==> src/mwee_pkg.sv <==
// Shared constants for the Microwire serial EEPROM device model.
package mwee_pkg;

  localparam int DataBits     = 8;
  localparam int DefStoreDepth = 256;
  localparam int CmdWidth     = 18;
  localparam int BusyWidth    = 20;
  localparam int AbitsWidth   = 4;

  localparam logic [2:0] PH_IDLE   = 3'd0;
  localparam logic [2:0] PH_CMD    = 3'd1;
  localparam logic [2:0] PH_WDATA  = 3'd2;
  localparam logic [2:0] PH_WFULL  = 3'd3;
  localparam logic [2:0] PH_READ   = 3'd4;
  localparam logic [2:0] PH_IGNORE = 3'd5;

  localparam logic [1:0] OP_EXT   = 2'b00;
  localparam logic [1:0] OP_WRITE = 2'b01;
  localparam logic [1:0] OP_READ  = 2'b10;

  localparam logic [1:0] TOP_ENABLE  = 2'b11;
  localparam logic [1:0] TOP_DISABLE = 2'b00;

  localparam logic [2:0] REG_ABITS = 3'd0;
  localparam logic [2:0] REG_PCYC  = 3'd4;

  localparam logic [AbitsWidth-1:0] ABITS_RESET = 4'd8;
  localparam logic [AbitsWidth-1:0] ABITS_SHORT = 4'd7;
  localparam logic [BusyWidth-1:0]  PCYC_RESET  = 20'd5000;

endpackage

==> src/microwire_eeprom_slave.sv <==
// Microwire x8 serial EEPROM device model with a pin-sample stream and an APB port.
//
// Channel   Dir  Beat contents
// s_axis    in   one sample of chip select, serial clock and data in
// m_axis    out  data out level, drive enable and busy flag for that sample
// apb       in   address_bits at 0x0, program_cycles at 0x4
//
// One sample is taken every cycle while s_tready is high, and its result appears in the next cycle.
// The byte store is a synchronous memory; a READ command fetches the byte at
// the sample that completes the address, and the fetched bit is shown at once.
// Reset clears all control state; every byte reads 0xFF until it is written.
// s_tready is low only while a finished result waits on a stalled m_tready.
module microwire_eeprom_slave #(
  parameter int STORE_DEPTH = mwee_pkg::DefStoreDepth
) (
  input  logic        clk,
  input  logic        rst,
  input  logic        s_tvalid,
  output logic        s_tready,
  input  logic [7:0]  s_tdata,   // [0] chip_select, [1] serial_clock, [2] serial_in
  output logic        m_tvalid,
  input  logic        m_tready,
  output logic [7:0]  m_tdata,   // [0] serial_out, [1] out_driven, [2] busy_res
  input  logic        psel,
  input  logic        penable,
  input  logic        pwrite,
  input  logic [2:0]  paddr,
  input  logic [31:0] pwdata,
  output logic [31:0] prdata,
  output logic        pready
);
  import mwee_pkg::*;

  localparam int AW = $clog2(STORE_DEPTH);

  logic [AbitsWidth-1:0] address_bits;
  logic [BusyWidth-1:0]  program_cycles;

  logic                  clock_prev;
  logic                  select_prev;
  logic [2:0]            phase;
  logic [3:0]            bit_count;
  logic [CmdWidth-1:0]   command_shift;
  logic [DataBits-1:0]   read_shift;
  logic                  read_from_mem;
  logic                  writes_enabled;
  logic                  show_status;
  logic [BusyWidth-1:0]  busy_count;

  logic [DataBits-1:0]   store [STORE_DEPTH];
  logic [STORE_DEPTH-1:0] written;
  logic [DataBits-1:0]   mem_q;
  logic                  mem_ok;
  logic [DataBits-1:0]   mem_byte;

  logic out_valid, out_dout, out_drv, out_busy, out_use_mem;

  logic [2:0]            phase_next;
  logic [3:0]            bit_count_next;
  logic [CmdWidth-1:0]   command_shift_next;
  logic [DataBits-1:0]   read_shift_next;
  logic                  read_from_mem_next;
  logic                  writes_enabled_next;
  logic                  show_status_next;
  logic [BusyWidth-1:0]  busy_count_next;
  logic                  dout_next, drv_next, use_mem_next;

  logic                  rd_en, wr_en;
  logic [AW-1:0]         rd_idx, wr_idx;

  logic cs, sk, di, rise, fall, accept, short_addr;
  logic [3:0]            cmd_len, bc_inc;
  logic [CmdWidth-1:0]   shifted;
  logic [1:0]            op, top;
  logic [7:0]            rd_addr8, wr_addr8;
  logic [DataBits-1:0]   rs_cur;

  assign cs = s_tdata[0];
  assign sk = s_tdata[1];
  assign di = s_tdata[2];
  assign rise = sk & ~clock_prev;
  assign fall = ~sk & clock_prev;

  assign s_tready = ~out_valid | m_tready;
  assign accept = s_tvalid & s_tready;

  assign short_addr = (address_bits == ABITS_SHORT);
  assign cmd_len = short_addr ? 4'd9 : 4'd10;
  assign bc_inc = bit_count + 4'd1;
  assign shifted = {command_shift[CmdWidth-2:0], di};
  assign op = short_addr ? shifted[8:7] : shifted[9:8];
  assign rd_addr8 = short_addr ? {1'b0, shifted[6:0]} : shifted[7:0];
  assign top = short_addr ? shifted[6:5] : shifted[7:6];
  assign wr_addr8 = short_addr ? {1'b0, command_shift[14:8]} : command_shift[15:8];
  assign rd_idx = rd_addr8[AW-1:0];
  assign wr_idx = wr_addr8[AW-1:0];

  assign mem_byte = mem_ok ? mem_q : '1;
  assign rs_cur = read_from_mem ? mem_byte : read_shift;

  always_comb begin
    phase_next          = phase;
    bit_count_next      = bit_count;
    command_shift_next  = command_shift;
    read_shift_next     = rs_cur;
    read_from_mem_next  = 1'b0;
    writes_enabled_next = writes_enabled;
    show_status_next    = show_status;
    busy_count_next     = (busy_count != '0) ? busy_count - 1'b1 : busy_count;
    dout_next           = 1'b0;
    drv_next            = 1'b0;
    use_mem_next        = 1'b0;
    rd_en               = 1'b0;
    wr_en               = 1'b0;

    if (!cs) begin
      if (select_prev) begin
        if (phase == PH_WFULL && writes_enabled) begin
          wr_en            = 1'b1;
          busy_count_next  = program_cycles;
          show_status_next = 1'b1;
        end else begin
          show_status_next = 1'b0;
        end
      end
      phase_next     = PH_IDLE;
      bit_count_next = '0;
    end else begin
      unique case (phase)
        PH_IDLE: begin
          if (rise && di && busy_count_next == '0) begin
            phase_next         = PH_CMD;
            bit_count_next     = '0;
            command_shift_next = '0;
            show_status_next   = 1'b0;
          end
        end
        PH_CMD: begin
          if (rise) begin
            command_shift_next = shifted;
            bit_count_next     = bc_inc;
            if (bc_inc >= cmd_len) begin
              bit_count_next = '0;
              unique case (op)
                OP_READ: begin
                  rd_en              = 1'b1;
                  read_from_mem_next = 1'b1;
                  phase_next         = PH_READ;
                end
                OP_WRITE: phase_next = PH_WDATA;
                OP_EXT: begin
                  if (top == TOP_ENABLE) begin
                    writes_enabled_next = 1'b1;
                  end else if (top == TOP_DISABLE) begin
                    writes_enabled_next = 1'b0;
                  end
                  phase_next = PH_IGNORE;
                end
                default: phase_next = PH_IGNORE;
              endcase
            end
          end
        end
        PH_WDATA: begin
          if (rise) begin
            command_shift_next = shifted;
            bit_count_next     = bc_inc;
            if (bc_inc >= 4'(DataBits)) begin
              phase_next = PH_WFULL;
            end
          end
        end
        PH_READ: begin
          read_from_mem_next = read_from_mem;
          if (fall) begin
            if (bit_count == '0) begin
              bit_count_next = 4'd1;
            end else begin
              read_shift_next    = {rs_cur[DataBits-2:0], 1'b0};
              read_from_mem_next = 1'b0;
            end
          end
        end
        default: ;
      endcase

      if (phase_next == PH_READ) begin
        drv_next     = 1'b1;
        use_mem_next = rd_en;
        dout_next    = read_shift_next[DataBits-1];
      end else if (phase_next == PH_IDLE && show_status_next) begin
        drv_next  = 1'b1;
        dout_next = (busy_count_next == '0);
      end
    end
  end

  always_ff @(posedge clk) begin
    if (rst) begin
      clock_prev     <= 1'b0;
      select_prev    <= 1'b0;
      phase          <= PH_IDLE;
      bit_count      <= '0;
      command_shift  <= '0;
      read_shift     <= '0;
      read_from_mem  <= 1'b0;
      writes_enabled <= 1'b0;
      show_status    <= 1'b0;
      busy_count     <= '0;
      written        <= '0;
      out_valid      <= 1'b0;
    end else begin
      if (accept) begin
        clock_prev     <= sk;
        select_prev    <= cs;
        phase          <= phase_next;
        bit_count      <= bit_count_next;
        command_shift  <= command_shift_next;
        read_shift     <= read_shift_next;
        read_from_mem  <= read_from_mem_next;
        writes_enabled <= writes_enabled_next;
        show_status    <= show_status_next;
        busy_count     <= busy_count_next;
        if (wr_en) begin
          written[wr_idx] <= 1'b1;
        end
      end
      if (accept) begin
        out_valid <= 1'b1;
      end else if (m_tready) begin
        out_valid <= 1'b0;
      end
    end
  end

  always_ff @(posedge clk) begin
    if (accept) begin
      out_dout    <= dout_next;
      out_drv     <= drv_next;
      out_busy    <= (busy_count_next != '0);
      out_use_mem <= use_mem_next;
    end
  end

  always_ff @(posedge clk) begin
    if (accept && wr_en) begin
      store[wr_idx] <= command_shift[DataBits-1:0];
    end
    if (accept && rd_en) begin
      mem_q  <= store[rd_idx];
      mem_ok <= written[rd_idx];
    end
  end

  always_ff @(posedge clk) begin
    if (rst) begin
      address_bits   <= ABITS_RESET;
      program_cycles <= PCYC_RESET;
    end else if (psel && penable && pwrite && pready) begin
      if (paddr[2]) begin
        program_cycles <= pwdata[BusyWidth-1:0];
      end else begin
        address_bits <= pwdata[AbitsWidth-1:0];
      end
    end
  end

  assign pready = 1'b1;
  assign prdata = (paddr == REG_PCYC) ? {{(32-BusyWidth){1'b0}}, program_cycles}
                : (paddr == REG_ABITS) ? {{(32-AbitsWidth){1'b0}}, address_bits}
                : '0;

  assign m_tvalid = out_valid;
  assign m_tdata  = {5'b0, out_busy, out_drv, out_use_mem ? mem_byte[DataBits-1] : out_dout};

  assert property (@(posedge clk) disable iff (rst)
    (m_tvalid && !m_tdata[1]) |-> !m_tdata[0])
    else $error("Data out is high while not driven.");

  assert property (@(posedge clk) disable iff (rst)
    (phase == PH_WFULL) |-> (bit_count == 4'(DataBits)))
    else $error("Write data phase ended with a wrong bit count.");

  assert property (@(posedge clk) disable iff (rst)
    (accept && !cs) |=> (phase == PH_IDLE && bit_count == '0))
    else $error("Deselect did not return the command logic to idle.");

  assert property (@(posedge clk) disable iff (rst)
    read_from_mem |-> (phase == PH_READ || !select_prev))
    else $error("Fetched byte is pending outside a read.");

endmodule
==> config.mk <==
export PLATFORM = sky130hd
export DESIGN_NAME = microwire_eeprom_slave
export DESIGN_NICKNAME = d
export VERILOG_FILES = /design/src/mwee_pkg.sv /design/src/microwire_eeprom_slave.sv
export SDC_FILE = /design/constraint.sdc
export NUM_CORES = 2
export LEC_CHECK = 0
export BUFFER_PORTS_ARGS = -buffer_cell sky130_fd_sc_hd__buf_2
export CAP_MARGIN = 20
export CORE_UTILIZATION = 40
export CTS_CLUSTER_DIAMETER = 60
export CTS_CLUSTER_SIZE = 28
export DETAILED_ROUTE_END_ITERATION = 12
export PLACE_DENSITY_LB_ADDON = 0.05
export SYNTH_ARGS = -nofsm -noshare
export SYNTH_HDL_FRONTEND = slang
export SYNTH_SLANG_ARGS = --single-unit
==> constraint.sdc <==
create_clock -name clk -period 7.4 [get_ports clk]
set_input_delay 0.37 -clock clk [delete_from_list [all_inputs] [get_ports clk]]
set_output_delay 0.37 -clock clk [all_outputs]
set_load 0.01 [all_outputs]
# Yosys cells after proc, flatten, opt, wreduce, memory -nomap -nowiden
# Memory sizes are Yosys's and may differ from the RTL's. A register that Yosys moved wholly into a read port is not among the register bits.
# Cells that the tools add are included.
[word_totals]
mem_count = 1
ramBits = 2048
register_bits = 342
[classes]
magnitude_cmp = 5
addsub = 2
n_mux = 69
bitwise = 9
n_eq_ne = 19
n_reduce_logical = 32
[memory_table]
columns = ["memory", "words", "width", "read_ports", "rd_clocked_by_memory_dff", "write_ports", "line_no", "rtl"]
rows = [
  ["store", 256, 8, 1, 1, 1, "microwire_eeprom_slave.sv:50", "logic [DataBits-1:0] store [STORE_DEPTH];"],
]
[op_table]
columns = ["operator", "count"]
rows = [
  ["256-bit bitwise OR", 1],
  ["20-bit two-way mux", 5],
  ["8-bit two-way mux", 8],
  ["20-bit nonzero test", 2],
  ["16-bit two-way mux", 2],
  ["4-bit two-way mux", 8],
  ["16-bit one-hot mux with 2 select lines", 1],
  ["1-bit two-way mux", 29],
  ["3-bit two-way mux", 7],
  ["20-bit logical NOT", 1],
  ["20-bit by 1-bit subtractor with 20-bit output, second input constant", 1],
  ["8-bit by 9-bit < comparator with 1-bit output, second input constant", 2],
  ["3-bit inequality test, second input constant", 6],
  ["4-bit one-hot mux with 4 select lines", 1],
  ["7-bit AND reduction", 2],
  ["2-bit AND reduction", 5],
  ["3-bit equality test, second input constant", 3],
  ["1-bit logical AND", 9],
  ["3-bit logical NOT", 3],
  ["3-bit one-hot mux with 3 select lines", 1],
  ["1-bit binary-select mux with 8-bit select", 1],
  ["1-bit demux with 8-bit select", 1],
  ["8-bit by 1-bit >= comparator with 1-bit output, second input constant", 1],
  ["2-bit nonzero test", 4],
  ["other kinds (22)", 32],
]

# Longest topological paths before layout
[logic_depth]
depth_word = 12
ltp_mapped = 12
ltp_nobuf = 11

# Least setup slack after synthesis
# OpenSTA, ideal clock, no wires.
[synth_path]
path_kind = "reg2reg"
startpoint = "register command_shift[0]"
endpoint = "register mem_q[0], read port of store (data pin)"
setup_ps = 266
arrival_time_ps = 5948
path_stages_with_launch = 9
n_path_buf = 3
setup_slack_ps = 1186
cell_sequence = "dfxtp_1 > clkbuf_1 > clkbuf_1 > buf_1 > mux4_2 > mux4_2 > mux4_2 > a22oi_1 > nand2_1"
[synth_via]
elab_chain_len = 1
[synth_rtl]
columns = ["item", "line_no", "rtl"]
rows = [
  ["start: declaration", "microwire_eeprom_slave.sv:43", "logic [CmdWidth-1:0] command_shift;"],
  ["start signal: assignment", "microwire_eeprom_slave.sv:218", "command_shift <= command_shift_next;"],
  ["8-bit two-way mux", "microwire_eeprom_slave.sv:92", "assign rd_addr8 = short_addr ? {1'b0, shifted[6:0]} : shifted[7:0];"],
  ["end: declaration", "microwire_eeprom_slave.sv:52", "logic [DataBits-1:0] mem_q;"],
]
# Every way passes these cells.
# A chain may end at the register's enable or synchronous reset.

# Final worst setup path
[layout_path]
startpoint = "register out_valid, in the netlist m_tvalid"
endpoint = "memory store[250][1] (enable)"
[layout_via]
elab_chain_len = 6
[layout_rtl]
columns = ["item", "line_no", "rtl"]
rows = [
  ["start: declaration", "microwire_eeprom_slave.sv:56", "logic out_valid, out_dout, out_drv, out_busy, out_use_mem;"],
  ["start signal: assignment", "microwire_eeprom_slave.sv:211", "out_valid <= 1'b0;"],
  ["start signal: assignment", "microwire_eeprom_slave.sv:229", "out_valid <= 1'b1;"],
  ["start signal: assignment", "microwire_eeprom_slave.sv:231", "out_valid <= 1'b0;"],
  ["1-bit inverter", "microwire_eeprom_slave.sv:84", "assign s_tready = ~out_valid | m_tready;"],
  ["1-bit bitwise OR", "microwire_eeprom_slave.sv:84", ""],
  ["1-bit AND", "microwire_eeprom_slave.sv:85", "assign accept = s_tvalid & s_tready;"],
  ["1-bit logical AND", "microwire_eeprom_slave.sv:246", "if (accept && wr_en) begin"],
  ["1-bit two-way mux", "microwire_eeprom_slave.sv:246", ""],
  ["1-bit two-way mux (implied by the code)", "microwire_eeprom_slave.sv:247", "store[wr_idx] <= command_shift[DataBits-1:0];"],
  ["end: declaration", "microwire_eeprom_slave.sv:50", ""],
]
# Every way passes these cells.

==> run metrics <==
status finished clean; CTS tree built; core area 231000 um^2; Comb power frac 0.024; Final Critical Period 4670 ps; Post-CTS Setup Bufs 0; Crit path top cell by count nand2_1; Die Ht 485 um; Max-Cap Viols 0; Global Route Usage Sum 0.191; leading cell type by number of instances after synthesis edfxtp_1; CTS Buffer Depth 3; post-route setup TNS 0 ps; Vias/cell 5.47; total power 25.4 mW; Routed wire per std cell 28.1 um; Slowest cell on crit path nor2_1; Layout Utilization 0.447; cell taking the most area after synthesis edfxtp_1; peak supply drop 0.000227 V; RSZ-0062 raised after global routing no; Non-Filler Instances 7978; first drt pass iteration count 5; CP peak stage delay 1070 ps; worst-skew pair later-pin latency 840 ps; clock share of power 0.406; Least-Margin Pin Slew 1160 ps; CP Class reg -> reg; Post-CTS Hold Fix Bufs 24; Mapped Area 93200 um^2; setup violators final 0; period utilization 0.631; DRT iter0 DRCs 3513; Area growth syn-to-layout 10.8%; Seq/Total Area, Yosys 0.737; CP Max Fanout 40; post-DP HPWL 132 mm; most area-consuming cells after synthesis edfxtp_1, mux4_2, dfxtp_1; EDFF count, synth 2061; initial antenna violation count 14; Ys Warns 0; Hold Vio Cnt, Final 0; HP Class in -> reg; post-synthesis cell count 4756; root buffer cell clkbuf_16; worst path required time 7840 ps; gpl congestion 0.763; nets 4859; detailed-route via count 43674; effective utilization at floorplan 0.404; H-tree levels 4; pin count of the biggest net entering global routing 194; TritonCTS Buffers 172; Rel. slew slack 0.227; fin. max-slew vios 0; Primary FF master, synth edfxtp_1; die footprint 235000 um^2; crit path launch type flop; Synth top cells by count edfxtp_1, nor2_1, mux4_2, dfxtp_1, clkbuf_1; skew final 30.2 ps; # DRC 0; number of synthesized register bits 2398; Routed Antenna Nets 0; Cell Pwr Density 246 nW/um^2; top cell type's share of synthesized area 0.664; IO Pins 93; Resize count post-CTS 0; Die Width 485 um; crit path cell chain nand2b_1 -> nand2_1 -> buf_4 -> inv_2 -> nand2_1 -> nor3b_1 -> nand2_2 -> nor2_1; switching share of power 0.224; Mapped Avg Cell Area 19.6 um^2; share of layout cells above drive strength 1 0.253; final wirelength 224 mm; Leakage 29.9 nW; Worst Setup End Kind flop; clk sinks 2398; internal power component 19.7 mW; synth unique cells 67; # rows 176; CP arrival 5110 ps; fmax 214 MHz; P_sw 5.70 mW; Placed Instances 7626; vias in the first global route 44779; async set-reset flop share out of synthesis 0; Clock transition at path regs 90 ps; PortBufs 57; wire length of the first global-routing pass 326 mm; Seq pwr share 0.570; grt total ovfl 0
[worst paths after layout]
kind | start | endpoint | slack [ps] | cells after the start
setup / recovery | m_tvalid$_SDFFE_PP0P_ | store[250][1]$_DFFE_PP_ | 2730 | 8
hold / removal | rst | written[150]$_SDFFE_PP0P_ | 70 | 2
setup reg to reg | m_tvalid$_SDFFE_PP0P_ | store[250][1]$_DFFE_PP_ | 2730 | 8
hold reg to reg | written[18]$_SDFFE_PP0P_ | written[18]$_SDFFE_PP0P_ | 460 | 2
[flip-flops by register name, indices dropped and copies added (netlist names), 3 cells and up]
name	cells
read_shift	8
phase	3
mem_q	8
busy_count	20
store	2048
command_shift	16
address_bits	4
written	256
program_cycles	20
bit_count	4
[placed cells by master (no fill, tap or decap), drive strengths merged, types with 16 or more instances in the layout]
cell / Yosys / layout
a21oi: 44 / 44
a22o: 16 / 16
a22oi: 22 / 22
and2: 20 / 20
buf: 120 / 121
clkbuf: 173 / 192
clkinv: 0 / 51
conb: 2 / 18
dfxtp: 337 / 337
dlygate4sd3: 0 / 24
edfxtp: 2061 / 2061
inv: 19 / 81
mux2i: 22 / 22
mux4: 756 / 756
nand2: 126 / 126
nand3: 19 / 19
nor2: 788 / 788
nor3: 30 / 30
o21ai: 26 / 26
o21ba: 22 / 22
[area by class of cell]
class / instances / area [um^2]
antenna: 3 / 7.51
clock buffer: 192 / 4580
clock inverter: 133 / 1540
fill: 19660 / 128000
inverter: 19 / 72.6
multi-input combinational: 2062 / 23300
sequential: 2398 / 68700
tap: 3026 / 3790
timing repair buffer: 145 / 1290
[per-stage QoR]
stage	setup WS (ps)	instance area (um^2)	hold WS [ps]
after global routing	2480	103000	54.7
after floorplan	1190	93200	435
after global placement	2570	96900	444
final	2730	103000	69.2
after CTS	2590	103000	4.68
after detailed placement	2430	96900	452
[routing by layer]
| layer | track usage | vias to the layer above | wire length (um) |
|---|---|---|---|
| li1 | - | 19158 | - |
| met1 | 0.277 | 23462 | 102000 |
| met2 | 0.305 | 809 | 108000 |
| met3 | 0.0278 | 243 | 9410 |
| met4 | 0.0451 | 2 | 4680 |
| met5 | 0 | - | 13 |
[kinds of logic after synthesis]
kind of cell	share of synthesized area
adders and majority gates	0.00148
xor gates and xnor gates	0.00150
other	0.0000806
DFF	0.737
buffers and inverters	0.0144
and+or+nand+nor	0.0470
AOI/OAI and AO/OA	0.0135
muxes	0.185
[critical path, delay by kind of cell (launching register included)]
family        cells  cell delay [ps]
buf+inv           2              900
flops             1              310
simple gates      6             3020
[power groups by stage]
stage | logic, mW | clock network, mW | registers, mW
global placement | 0.607 | 0 | 14.8
global route | 0.674 | 11.1 | 14.5
detailed placement | 0.605 | 0 | 14.8
CTS | 0.618 | 10.6 | 14.5
floorplan | 0.480 | 0 | 14.8
finish | 0.610 | 10.3 | 14.5
Power figures use the tool's default switching activity.
